File: config.mk
export PLATFORM = sky130hd
export DESIGN_NAME = tiled_surface_address_gen_flat
export DESIGN_NICKNAME = d
export VERILOG_FILES = /design/src/tsag_pkg.sv /design/src/tsag_ifs.sv /design/src/tsag_cfg_regs.sv /design/src/tsag_decode.sv /design/src/tsag_mult.sv /design/src/tsag_sum.sv /design/src/tiled_surface_address_gen.sv /design/src/flat_wrapper.sv
export SDC_FILE = /design/constraint.sdc
export NUM_CORES = 1
export LEC_CHECK = 0
export BUFFER_PORTS_ARGS = -buffer_cell sky130_fd_sc_hd__buf_2
export CORE_ASPECT_RATIO = 1.75
export CORE_MARGIN = 4
export CORE_UTILIZATION = 54
export CTS_CLUSTER_SIZE = 20
export DETAILED_ROUTE_END_ITERATION = 16
export GPL_TIMING_DRIVEN = 0
export PLACE_DENSITY = 0.71
export RECOVER_POWER = 50
export SYNTH_ARGS = -nofsm -noshare
export SYNTH_HDL_FRONTEND = slang
export SYNTH_SLANG_ARGS = --single-unit
File: constraint.sdc
create_clock -name clk -period 7.9 [get_ports clk]
set_input_delay 0.79 -clock clk [delete_from_list [all_inputs] [get_ports clk]]
set_output_delay 0.79 -clock clk [all_outputs]
set_load 0.005 [all_outputs]
File: src/tsag_pkg.sv
package tsag_pkg;

    localparam int COORD_BITS_DEFAULT  = 14;
    localparam int STRIDE_BITS_DEFAULT = 20;
    localparam int OFFSET_BITS_DEFAULT = 36;

    localparam int BPP_BITS    = 5;
    localparam int CFG_IDX_BITS = 2;

    // Reset value of bytes_per_pixel.
    localparam logic [BPP_BITS-1:0] BPP_RESET = BPP_BITS'(4);

    typedef enum logic [2:0] {
        LAYOUT_LINEAR          = 3'd0,
        LAYOUT_MINOR_2X2       = 3'd1,
        LAYOUT_TILED           = 3'd2,
        LAYOUT_SPLIT_TILED     = 3'd3,
        LAYOUT_SPLIT_SUPERTILE = 3'd4,
        LAYOUT_SUPERTILE       = 3'd5
    } layout_t;

    typedef enum logic [CFG_IDX_BITS-1:0] {
        REG_ROW_STRIDE     = 2'd0,
        REG_BYTES_PER_PIX  = 2'd1,
        REG_LAYOUT_MODE    = 2'd2,
        REG_NEW_ORDER      = 2'd3
    } cfg_index_t;

    typedef struct packed {
        logic [BPP_BITS-1:0] bytes_per_pixel;
        logic [2:0]          layout_mode;
        logic                new_supertile_order;
    } surf_cfg_t;

endpackage

File: src/tsag_ifs.sv
interface tsag_pixel_if #(
    parameter int COORD_BITS = tsag_pkg::COORD_BITS_DEFAULT
);
    logic                  valid;
    logic                  ready;
    logic [COORD_BITS-1:0] pixel_x;
    logic [COORD_BITS-1:0] pixel_y;

    modport source (output valid, output pixel_x, output pixel_y, input ready);
    modport sink   (input valid, input pixel_x, input pixel_y, output ready);
endinterface

interface tsag_addr_if #(
    parameter int OFFSET_BITS = tsag_pkg::OFFSET_BITS_DEFAULT
);
    logic                   valid;
    logic                   ready;
    logic                   plane_index;
    logic [OFFSET_BITS-1:0] byte_offset;

    modport source (output valid, output plane_index, output byte_offset, input ready);
    modport sink   (input valid, input plane_index, input byte_offset, output ready);
endinterface

interface tsag_cfg_if #(
    parameter int DATA_BITS = tsag_pkg::STRIDE_BITS_DEFAULT
);
    logic                              valid;
    logic                              ready;
    logic [tsag_pkg::CFG_IDX_BITS-1:0] index;
    logic [DATA_BITS-1:0]              data;

    modport source (output valid, output index, output data, input ready);
    modport sink   (input valid, input index, input data, output ready);
endinterface

File: src/tsag_cfg_regs.sv
module tsag_cfg_regs #(
    parameter int STRIDE_BITS = tsag_pkg::STRIDE_BITS_DEFAULT
) (
    input  logic                              clk,
    input  logic                              rst_n,
    input  logic                              wr_valid,
    input  logic [tsag_pkg::CFG_IDX_BITS-1:0] wr_index,
    input  logic [STRIDE_BITS-1:0]            wr_data,
    output logic [STRIDE_BITS-1:0]            row_stride,
    output tsag_pkg::surf_cfg_t               surf_cfg
);

    logic [STRIDE_BITS-1:0] stride_reg;
    logic [STRIDE_BITS-1:0] stride_next;
    tsag_pkg::surf_cfg_t    cfg_reg;
    tsag_pkg::surf_cfg_t    cfg_next;

    always_comb
    begin
        stride_next = stride_reg;
        cfg_next    = cfg_reg;
        if (wr_valid)
        begin
            unique case (tsag_pkg::cfg_index_t'(wr_index))
                tsag_pkg::REG_ROW_STRIDE:
                    stride_next = wr_data;
                tsag_pkg::REG_BYTES_PER_PIX:
                    cfg_next.bytes_per_pixel = wr_data[tsag_pkg::BPP_BITS-1:0];
                tsag_pkg::REG_LAYOUT_MODE:
                    cfg_next.layout_mode = wr_data[2:0];
                tsag_pkg::REG_NEW_ORDER:
                    cfg_next.new_supertile_order = wr_data[0];
                default:
                    cfg_next = cfg_reg;
            endcase
        end
    end

    always_ff @(posedge clk or negedge rst_n)
    begin
        if (!rst_n)
        begin
            stride_reg                  <= '0;
            cfg_reg.bytes_per_pixel     <= tsag_pkg::BPP_RESET;
            cfg_reg.layout_mode         <= tsag_pkg::LAYOUT_LINEAR;
            cfg_reg.new_supertile_order <= 1'b0;
        end
        else
        begin
            stride_reg <= stride_next;
            cfg_reg    <= cfg_next;
        end
    end

    assign row_stride = stride_reg;
    assign surf_cfg   = cfg_reg;

endmodule

File: src/tsag_decode.sv
module tsag_decode #(
    parameter int COORD_BITS = tsag_pkg::COORD_BITS_DEFAULT,
    parameter int UNIT_BITS  = COORD_BITS + 6
) (
    input  logic                  clk,
    input  logic                  rst_n,
    input  tsag_pkg::surf_cfg_t   surf_cfg,
    input  logic                  in_valid,
    output logic                  in_ready,
    input  logic [COORD_BITS-1:0] pixel_x,
    input  logic [COORD_BITS-1:0] pixel_y,
    output logic                  out_valid,
    input  logic                  out_ready,
    output logic [COORD_BITS-1:0] row_units,
    output logic [UNIT_BITS-1:0]  pix_units,
    output logic                  plane
);

    logic                  valid_reg;
    logic [COORD_BITS-1:0] row_reg;
    logic [UNIT_BITS-1:0]  units_reg;
    logic                  plane_reg;
    logic [COORD_BITS-1:0] row_next;
    logic [UNIT_BITS-1:0]  units_next;
    logic                  plane_next;
    logic [3:0]            pix_idx;
    logic [3:0]            lx;
    logic [4:0]            ly;
    logic [7:0]            num;

    // Every layout reduces to row_units * stride + pix_units * bytes_per_pixel.
    always_comb
    begin
        pix_idx    = {pixel_y[1:0], pixel_x[1:0]};
        lx         = pixel_x[5:2];
        ly         = pixel_y[6:2];
        num        = '0;
        plane_next = 1'b0;
        row_next   = '0;
        units_next = '0;
        unique case (surf_cfg.layout_mode)
            tsag_pkg::LAYOUT_LINEAR:
            begin
                row_next   = pixel_y;
                units_next = UNIT_BITS'(pixel_x);
            end
            tsag_pkg::LAYOUT_MINOR_2X2:
            begin
                row_next   = pixel_y >> 1;
                units_next = UNIT_BITS'({pixel_x[COORD_BITS-1:1], pixel_y[0], pixel_x[0]});
            end
            tsag_pkg::LAYOUT_TILED:
            begin
                row_next   = pixel_y >> 2;
                units_next = UNIT_BITS'({pixel_x[COORD_BITS-1:2], pix_idx});
            end
            tsag_pkg::LAYOUT_SPLIT_TILED:
            begin
                // Odd tile rows swap into the odd tile column of the other plane.
                row_next   = pixel_y >> 3;
                units_next = UNIT_BITS'({pixel_x[COORD_BITS-1:3], pixel_y[2], pix_idx});
                plane_next = pixel_x[2] ^ pixel_y[2];
            end
            tsag_pkg::LAYOUT_SPLIT_SUPERTILE:
            begin
                num        = {ly[4], ly[3], lx[3], lx[2], ly[0], ly[2], ly[1], lx[0]};
                plane_next = lx[1] ^ ly[0];
                row_next   = COORD_BITS'(pixel_y >> 7) << 4;
                units_next = (UNIT_BITS'(pixel_x >> 6) << 12) | UNIT_BITS'({num, pix_idx});
            end
            default:
            begin
                // Single-pipe supertile; the unused codes decode the same way.
                if (surf_cfg.new_supertile_order)
                    num = {ly[3], lx[3], ly[2], lx[2], ly[1], lx[1], ly[0], lx[0]};
                else
                    num = {ly[3:2], lx[3:1], ly[1:0], lx[0]};
                row_next   = COORD_BITS'(pixel_y >> 6) << 4;
                units_next = (UNIT_BITS'(pixel_x >> 6) << 12) | UNIT_BITS'({num, pix_idx});
            end
        endcase
    end

    assign in_ready = !valid_reg || out_ready;

    always_ff @(posedge clk or negedge rst_n)
    begin
        if (!rst_n)
            valid_reg <= 1'b0;
        else if (in_ready)
            valid_reg <= in_valid;
    end

    always_ff @(posedge clk)
    begin
        if (in_valid && in_ready)
        begin
            row_reg   <= row_next;
            units_reg <= units_next;
            plane_reg <= plane_next;
        end
    end

    assign out_valid = valid_reg;
    assign row_units = row_reg;
    assign pix_units = units_reg;
    assign plane     = plane_reg;

endmodule

File: src/tsag_mult.sv
module tsag_mult #(
    parameter int COORD_BITS  = tsag_pkg::COORD_BITS_DEFAULT,
    parameter int STRIDE_BITS = tsag_pkg::STRIDE_BITS_DEFAULT,
    parameter int UNIT_BITS   = COORD_BITS + 6,
    parameter int ROWP_BITS   = COORD_BITS + STRIDE_BITS,
    parameter int PIXP_BITS   = UNIT_BITS + tsag_pkg::BPP_BITS
) (
    input  logic                   clk,
    input  logic                   rst_n,
    input  logic [STRIDE_BITS-1:0] row_stride,
    input  tsag_pkg::surf_cfg_t    surf_cfg,
    input  logic                   in_valid,
    output logic                   in_ready,
    input  logic [COORD_BITS-1:0]  row_units,
    input  logic [UNIT_BITS-1:0]   pix_units,
    input  logic                   plane_in,
    output logic                   out_valid,
    input  logic                   out_ready,
    output logic [ROWP_BITS-1:0]   row_prod,
    output logic [PIXP_BITS-1:0]   pix_prod,
    output logic                   plane_out
);

    logic                 valid_reg;
    logic [ROWP_BITS-1:0] row_reg;
    logic [PIXP_BITS-1:0] pix_reg;
    logic                 plane_reg;
    logic [ROWP_BITS-1:0] row_next;
    logic [PIXP_BITS-1:0] pix_next;

    always_comb
    begin
        row_next = ROWP_BITS'(row_units) * ROWP_BITS'(row_stride);
        pix_next = PIXP_BITS'(pix_units) * PIXP_BITS'(surf_cfg.bytes_per_pixel);
    end

    assign in_ready = !valid_reg || out_ready;

    always_ff @(posedge clk or negedge rst_n)
    begin
        if (!rst_n)
            valid_reg <= 1'b0;
        else if (in_ready)
            valid_reg <= in_valid;
    end

    always_ff @(posedge clk)
    begin
        if (in_valid && in_ready)
        begin
            row_reg   <= row_next;
            pix_reg   <= pix_next;
            plane_reg <= plane_in;
        end
    end

    assign out_valid = valid_reg;
    assign row_prod  = row_reg;
    assign pix_prod  = pix_reg;
    assign plane_out = plane_reg;

endmodule

File: src/tsag_sum.sv
module tsag_sum #(
    parameter int ROWP_BITS   = tsag_pkg::COORD_BITS_DEFAULT + tsag_pkg::STRIDE_BITS_DEFAULT,
    parameter int PIXP_BITS   = tsag_pkg::COORD_BITS_DEFAULT + 6 + tsag_pkg::BPP_BITS,
    parameter int OFFSET_BITS = tsag_pkg::OFFSET_BITS_DEFAULT
) (
    input  logic                   clk,
    input  logic                   rst_n,
    input  logic                   in_valid,
    output logic                   in_ready,
    input  logic [ROWP_BITS-1:0]   row_prod,
    input  logic [PIXP_BITS-1:0]   pix_prod,
    input  logic                   plane_in,
    output logic                   out_valid,
    input  logic                   out_ready,
    output logic [OFFSET_BITS-1:0] byte_offset,
    output logic                   plane_index
);

    logic                   valid_reg;
    logic [OFFSET_BITS-1:0] offset_reg;
    logic                   plane_reg;
    logic [OFFSET_BITS-1:0] offset_next;

    // The offset wraps at the output width.
    always_comb
    begin
        offset_next = OFFSET_BITS'(row_prod) + OFFSET_BITS'(pix_prod);
    end

    assign in_ready = !valid_reg || out_ready;

    always_ff @(posedge clk or negedge rst_n)
    begin
        if (!rst_n)
            valid_reg <= 1'b0;
        else if (in_ready)
            valid_reg <= in_valid;
    end

    always_ff @(posedge clk)
    begin
        if (in_valid && in_ready)
        begin
            offset_reg <= offset_next;
            plane_reg  <= plane_in;
        end
    end

    assign out_valid   = valid_reg;
    assign byte_offset = offset_reg;
    assign plane_index = plane_reg;

endmodule

File: src/tiled_surface_address_gen.sv
// Pipeline: each request passes through the decode, multiply and add stages, each registered.
// Throughput: one request per cycle while address.ready stays high; each stage holds only
// while the stage after it is full and stalled, so bubbles close up and nothing is lost
// or repeated.
// Reset: rst_n clears all stage valid bits and loads the register defaults
// (stride 0, 4 bytes per pixel, linear layout, old supertile order).
module tiled_surface_address_gen #(
    parameter int COORD_BITS  = tsag_pkg::COORD_BITS_DEFAULT,
    parameter int STRIDE_BITS = tsag_pkg::STRIDE_BITS_DEFAULT,
    parameter int OFFSET_BITS = tsag_pkg::OFFSET_BITS_DEFAULT
) (
    input  logic              clk,
    input  logic              rst_n,
    tsag_pixel_if.sink        pixel,
    tsag_addr_if.source       address,
    tsag_cfg_if.sink          cfg
);

    localparam int UNIT_BITS = COORD_BITS + 6;
    localparam int ROWP_BITS = COORD_BITS + STRIDE_BITS;
    localparam int PIXP_BITS = UNIT_BITS + tsag_pkg::BPP_BITS;

    logic [STRIDE_BITS-1:0] row_stride;
    tsag_pkg::surf_cfg_t    surf_cfg;

    logic                   dec_valid;
    logic                   dec_ready;
    logic [COORD_BITS-1:0]  dec_row;
    logic [UNIT_BITS-1:0]   dec_units;
    logic                   dec_plane;

    logic                   mul_valid;
    logic                   mul_ready;
    logic [ROWP_BITS-1:0]   mul_row;
    logic [PIXP_BITS-1:0]   mul_pix;
    logic                   mul_plane;

    assign cfg.ready = 1'b1;

    tsag_cfg_regs #(
        .STRIDE_BITS (STRIDE_BITS)
    ) u_cfg (
        .clk        (clk),
        .rst_n      (rst_n),
        .wr_valid   (cfg.valid),
        .wr_index   (cfg.index),
        .wr_data    (cfg.data),
        .row_stride (row_stride),
        .surf_cfg   (surf_cfg)
    );

    tsag_decode #(
        .COORD_BITS (COORD_BITS),
        .UNIT_BITS  (UNIT_BITS)
    ) u_decode (
        .clk       (clk),
        .rst_n     (rst_n),
        .surf_cfg  (surf_cfg),
        .in_valid  (pixel.valid),
        .in_ready  (pixel.ready),
        .pixel_x   (pixel.pixel_x),
        .pixel_y   (pixel.pixel_y),
        .out_valid (dec_valid),
        .out_ready (dec_ready),
        .row_units (dec_row),
        .pix_units (dec_units),
        .plane     (dec_plane)
    );

    tsag_mult #(
        .COORD_BITS  (COORD_BITS),
        .STRIDE_BITS (STRIDE_BITS),
        .UNIT_BITS   (UNIT_BITS),
        .ROWP_BITS   (ROWP_BITS),
        .PIXP_BITS   (PIXP_BITS)
    ) u_mult (
        .clk        (clk),
        .rst_n      (rst_n),
        .row_stride (row_stride),
        .surf_cfg   (surf_cfg),
        .in_valid   (dec_valid),
        .in_ready   (dec_ready),
        .row_units  (dec_row),
        .pix_units  (dec_units),
        .plane_in   (dec_plane),
        .out_valid  (mul_valid),
        .out_ready  (mul_ready),
        .row_prod   (mul_row),
        .pix_prod   (mul_pix),
        .plane_out  (mul_plane)
    );

    tsag_sum #(
        .ROWP_BITS   (ROWP_BITS),
        .PIXP_BITS   (PIXP_BITS),
        .OFFSET_BITS (OFFSET_BITS)
    ) u_sum (
        .clk         (clk),
        .rst_n       (rst_n),
        .in_valid    (mul_valid),
        .in_ready    (mul_ready),
        .row_prod    (mul_row),
        .pix_prod    (mul_pix),
        .plane_in    (mul_plane),
        .out_valid   (address.valid),
        .out_ready   (address.ready),
        .byte_offset (address.byte_offset),
        .plane_index (address.plane_index)
    );

endmodule

File: src/flat_wrapper.sv
// flat-port wrapper written by rule: the top's interface ports become plain ports
module tiled_surface_address_gen_flat 
#(
    parameter int COORD_BITS  = tsag_pkg::COORD_BITS_DEFAULT,
    parameter int STRIDE_BITS = tsag_pkg::STRIDE_BITS_DEFAULT,
    parameter int OFFSET_BITS = tsag_pkg::OFFSET_BITS_DEFAULT
)
  (clk, rst_n, pixel_valid, pixel_pixel_x, pixel_pixel_y, pixel_ready, address_valid, address_plane_index, address_byte_offset, address_ready, cfg_valid, cfg_index, cfg_data, cfg_ready);
  tsag_pixel_if #(.COORD_BITS(COORD_BITS)) pixel_i ();
  tsag_addr_if #(.OFFSET_BITS(OFFSET_BITS)) address_i ();
  tsag_cfg_if cfg_i ();
  input  logic clk;
  input  logic rst_n;
  input wire logic [$bits(pixel_i.valid)-1:0] pixel_valid;
  input wire logic [$bits(pixel_i.pixel_x)-1:0] pixel_pixel_x;
  input wire logic [$bits(pixel_i.pixel_y)-1:0] pixel_pixel_y;
  output wire logic [$bits(pixel_i.ready)-1:0] pixel_ready;
  output wire logic [$bits(address_i.valid)-1:0] address_valid;
  output wire logic [$bits(address_i.plane_index)-1:0] address_plane_index;
  output wire logic [$bits(address_i.byte_offset)-1:0] address_byte_offset;
  input wire logic [$bits(address_i.ready)-1:0] address_ready;
  input wire logic [$bits(cfg_i.valid)-1:0] cfg_valid;
  input wire logic [$bits(cfg_i.index)-1:0] cfg_index;
  input wire logic [$bits(cfg_i.data)-1:0] cfg_data;
  output wire logic [$bits(cfg_i.ready)-1:0] cfg_ready;
  assign pixel_i.valid = pixel_valid;
  assign pixel_i.pixel_x = pixel_pixel_x;
  assign pixel_i.pixel_y = pixel_pixel_y;
  assign pixel_ready = pixel_i.ready;
  assign address_valid = address_i.valid;
  assign address_plane_index = address_i.plane_index;
  assign address_byte_offset = address_i.byte_offset;
  assign address_i.ready = address_ready;
  assign cfg_i.valid = cfg_valid;
  assign cfg_i.index = cfg_index;
  assign cfg_i.data = cfg_data;
  assign cfg_ready = cfg_i.ready;
  tiled_surface_address_gen #(.COORD_BITS(COORD_BITS), .STRIDE_BITS(STRIDE_BITS), .OFFSET_BITS(OFFSET_BITS)) u_core (.clk(clk), .rst_n(rst_n), .pixel(pixel_i), .address(address_i), .cfg(cfg_i));
endmodule
==> tab_implementation.tex <==
\begin{tabular}{lr}
\hline
Metric & Value \\
\hline
\multicolumn{2}{l}{\textbf{Timing}} \\
Max frequency & 151 MHz \\
Final Max Slew Viols & 115 \\
Setup total negative slack & 0 ns \\
Worst Skew & 0.0192 ns \\
Portion of the clock cycle consumed by the worst path in the final layout & roughly 84\% \\
Slew Limit Headroom & -58.8\% \\
Final min period & approximately 6.6 ns \\
Slew @ Worst Pin & 2.38 ns \\
Setup repair after global routing missed its margin & no \\
Number of endpoints failing setup at the final stage & 0 \\
Hold violation total from the final report & 0 \\
Final worst slack & 1.27 ns \\
\multicolumn{2}{l}{\textbf{Logic synthesis}} \\
Avg Synthesized Cell Area & 9.74 um2 \\
Leading cell types by total area after synthesis & fa\_1 27\%, edfxtp\_1 20\%, ha\_1 9.8\% \\
Ys flop type & edfxtp\_1 \\
Async set or reset register ratio after synthesis & 19.6\% \\
Largest area contributor in the synthesized netlist & fa\_1 \\
Count of cell types in the netlist & between 60 and 70 \\
Count of state elements after synthesis & 163 \\
Net count after synthesis & around 2500 \\
Total standard cell area after synthesis & 19800 um2 \\
Portion of the post-synthesis area used by sequential elements & 23.9\% \\
Gate count of the mapped netlist & 2035 \\
Number of enable-type register cells in the synthesized netlist & 131 \\
Area fraction of the dominant cell type after synthesis & between 20\% and 30\% \\
Ys Warns & 0 \\
\multicolumn{2}{l}{\textbf{Finish}} \\
Most common cell after layout, fill and taps aside & inv\_1 \\
Net count of the finished layout & about 2600 \\
Ratio of cells with drive above 1 in the final layout & 6.95\% \\
Area Overhead vs Synth & 8.10\% \\
Number of flip-flops under the largest register name & 35 \\
Commonest non-fill, non-tap cells in the layout & 277 x inv\_1, 272 x nand2\_1, 268 x fa\_1, 181 x and2\_1, 156 x ha\_1 \\
Antenna diode count & 0 \\
\multicolumn{2}{l}{\textbf{Routing}} \\
Wirelength, routed & 51.3 mm \\
WL/cell & just under 20 um \\
Via count & 14900 \\
Iter 0 DRT Violations & around 800 \\
Routed Antenna Nets & 0 \\
DRC viols & 0 \\
Routed vias/inst & 5.66 \\
Pre-Repair DR Iteration Count & 7 \\
\multicolumn{2}{l}{\textbf{Global routing}} \\
Met3 GRT Util & 3.13\% \\
First-pass GRT wire length & approximately 83 mm \\
M1 GR Usage & 28.1\% \\
GRT busiest layer & met2 \\
Overflow after GRT & 0 \\
Total Routing Usage GR & 26.6\% \\
Vias in the first global route & 16100 \\
Number of antenna violations at the first check in global routing & 0 \\
Routing usage on met2 & 51.0\% \\
Pin count of the biggest net entering global routing & 45 \\
\multicolumn{2}{l}{\textbf{Floorplan}} \\
Effective utilization at floorplan & 54.9\% \\
Core area & 36100 um2 \\
Number of placement rows & 92 \\
I/O pin total & 95 \\
Area of the die & 40000 um2 \\
Die extent in y & approximately 260 um \\
Horizontal die dimension & 153 um \\
\multicolumn{2}{l}{\textbf{Hold path}} \\
Min-Delay Path Class & flop to flop \\
Worst-case hold path end point & u\_core.u\_mult.plane\_out\$\_DFFE\_PP\_ \\
Startpoint of the tightest hold check path & u\_core.u\_decode.plane\$\_SDFFCE\_PN0P\_ \\
Hold path cells & 0 \\
\multicolumn{2}{l}{\textbf{Setup path}} \\
Critical path capture point type & flop \\
Critical path startpoint category & flop \\
Worst reg2reg endpoint & u\_core.u\_mult.row\_prod[30]\$\_DFFE\_PP\_ \\
Maximum fanout along the worst path & 10 \\
Signal arrival time at the worst endpoint & $\sim$7 ns \\
CP required & between 8 and 9 ns \\
Crit path kind & flop to flop \\
Worst R2R Path Depth & 18 \\
Startpoint of the lowest-slack register-to-register path & u\_core.u\_cfg.row\_stride[12]\$\_DFFE\_PN0P\_ \\
Reg2reg setup slack & 1.27 ns \\
\multicolumn{2}{l}{\textbf{Clock tree}} \\
\# Post-CTS Setup Buffers & 0 \\
Cell chosen for the clock root & clkbuf\_16 \\
Clock tree from TritonCTS & built \\
H-tree Lvls & 4 \\
Clock latency reported for the late side of the worst-skew pair & 0.45 ns \\
CTS Buf Count & 17 \\
Clock slew at reported path FFs & 0.08 ns \\
Buffers from clock root to sink, at most & 2 \\
Number of cells upsized or downsized after cts & 0 \\
\# hold bufs at CTS & 0 \\
Clock sinks & 163 \\
\multicolumn{2}{l}{\textbf{Job}} \\
Max-capacitance violation count & 3 \\
\multicolumn{2}{l}{\textbf{Outcome}} \\
Failing checks & max-capacitance violations, max-slew violations \\
Run status & finished, violations left \\
\multicolumn{2}{l}{\textbf{Place}} \\
Global placer's final weighted congestion & around 0.93 \\
Final HPWL from detailed placement & 41.8 mm \\
Count of port buffers added during placement & 90 \\
Setup WS pre-CTS & 1.35 ns \\
\hline
\end{tabular}
critical path, stage by stage, from the launching register on:
cell and delay, ns:
dfrtp_1 0.49, clkbuf_1 0.62, nand2_1 0.17, fa_1 0.55, fa_1 0.51, inv_1 0.05
fa_1 0.58, fa_1 0.44, fa_1 0.52, fa_1 0.44, ha_1 0.29, clkbuf_1 0.30
nand4_1 0.19, nor2_1 0.15, nand3_1 0.09, o221ai_1 0.41, a31oi_1 0.23, o211ai_1 0.24
xor2_1 0.08
synthesized netlist by cell type (all sizes together) (3+ instances only):
cell and n:
a211oi 9, a21boi 4, a21o 28, a21oi 125, a221o 3, a221oi 5
a31oi 13, a41oi 4, and2 189, and3 10, buf 13, clkbuf 89
dfrtp 31, edfxtp 131, fa 268, ha 156, inv 277, mux2 32
mux2i 19, mux4 4, nand2 272, nand2b 14, nand3 18, nand3b 4
nand4 21, nor2 56, nor2b 10, nor3 6, o211ai 10, o21a 7
o21ai 55, o21bai 15, o22ai 15, o31ai 3, or2 4, xnor2 49
xor2 38
cells by family after synthesis:
logic type / share of synthesized area [%]
AND/OR/NAND/NOR: 15.3
adder cells (fa/ha/maj): 36.9
buffers and inverters: 7.26
AO/OA/AOI/OAI: 9.59
flip-flops: 23.9
XOR/XNOR: 3.84
multiplexers: 3.23
other: 0.0379
worst max-delay path by stage:
| stage | from | cells past startpoint | slack, ns | to |
|---|---|---|---|---|
| floorplan | u_core.u_decode.row_units[2]$_DFFE_PP_ | 23 | 2.19 | u_core.u_mult.row_prod[30]$_DFFE_PP_ |
| global placement | u_core.u_cfg.row_stride[10]$_DFFE_PN0P_ | 20 | 1.39 | u_core.u_mult.row_prod[30]$_DFFE_PP_ |
| detailed placement | u_core.u_cfg.row_stride[10]$_DFFE_PN0P_ | 19 | 1.35 | u_core.u_mult.row_prod[33]$_DFFE_PP_ |
| CTS | u_core.u_cfg.row_stride[10]$_DFFE_PN0P_ | 19 | 1.33 | u_core.u_mult.row_prod[33]$_DFFE_PP_ |
| global route | u_core.u_cfg.row_stride[10]$_DFFE_PN0P_ | 19 | 0.95 | u_core.u_mult.row_prod[33]$_DFFE_PP_ |
| finish | u_core.u_cfg.row_stride[12]$_DFFE_PN0P_ | 18 | 1.27 | u_core.u_mult.row_prod[30]$_DFFE_PP_ |
area by class of cell:
type	instances	area [um2]
plain buffers	102	399
clock buffers	17	425
clock inverters	15	164
fillers	3189	14700
inverters	277	1040
multi-input cells	1493	13700
flip-flops and latches	163	4740
well taps	470	588
repair buffers	91	427
routing by layer:
layer  vias up  part of all wire [%]
met5         -                     0
met2       494                    54
met4         0                   6.0
li1       6876                     -
met1      7336                    36
met3       178                   4.1
through the flow:
step	hold slack (ns)	std cells	utilization [%]	area, um2
6_report	0.433	2628	59.3	21400
5_1_grt	0.453	2628	59.3	21400
4_1_cts	0.412	2628	59.4	21500
3_5_place_dp	0.413	2596	57.8	20900
3_3_place_gp	0.403	2595	57.7	20900
2_1_floorplan	0.400	2035	-	19800
Power is not shown: default switching activity piles up to over one toggle a cycle in this logic, so the estimate is an artifact.
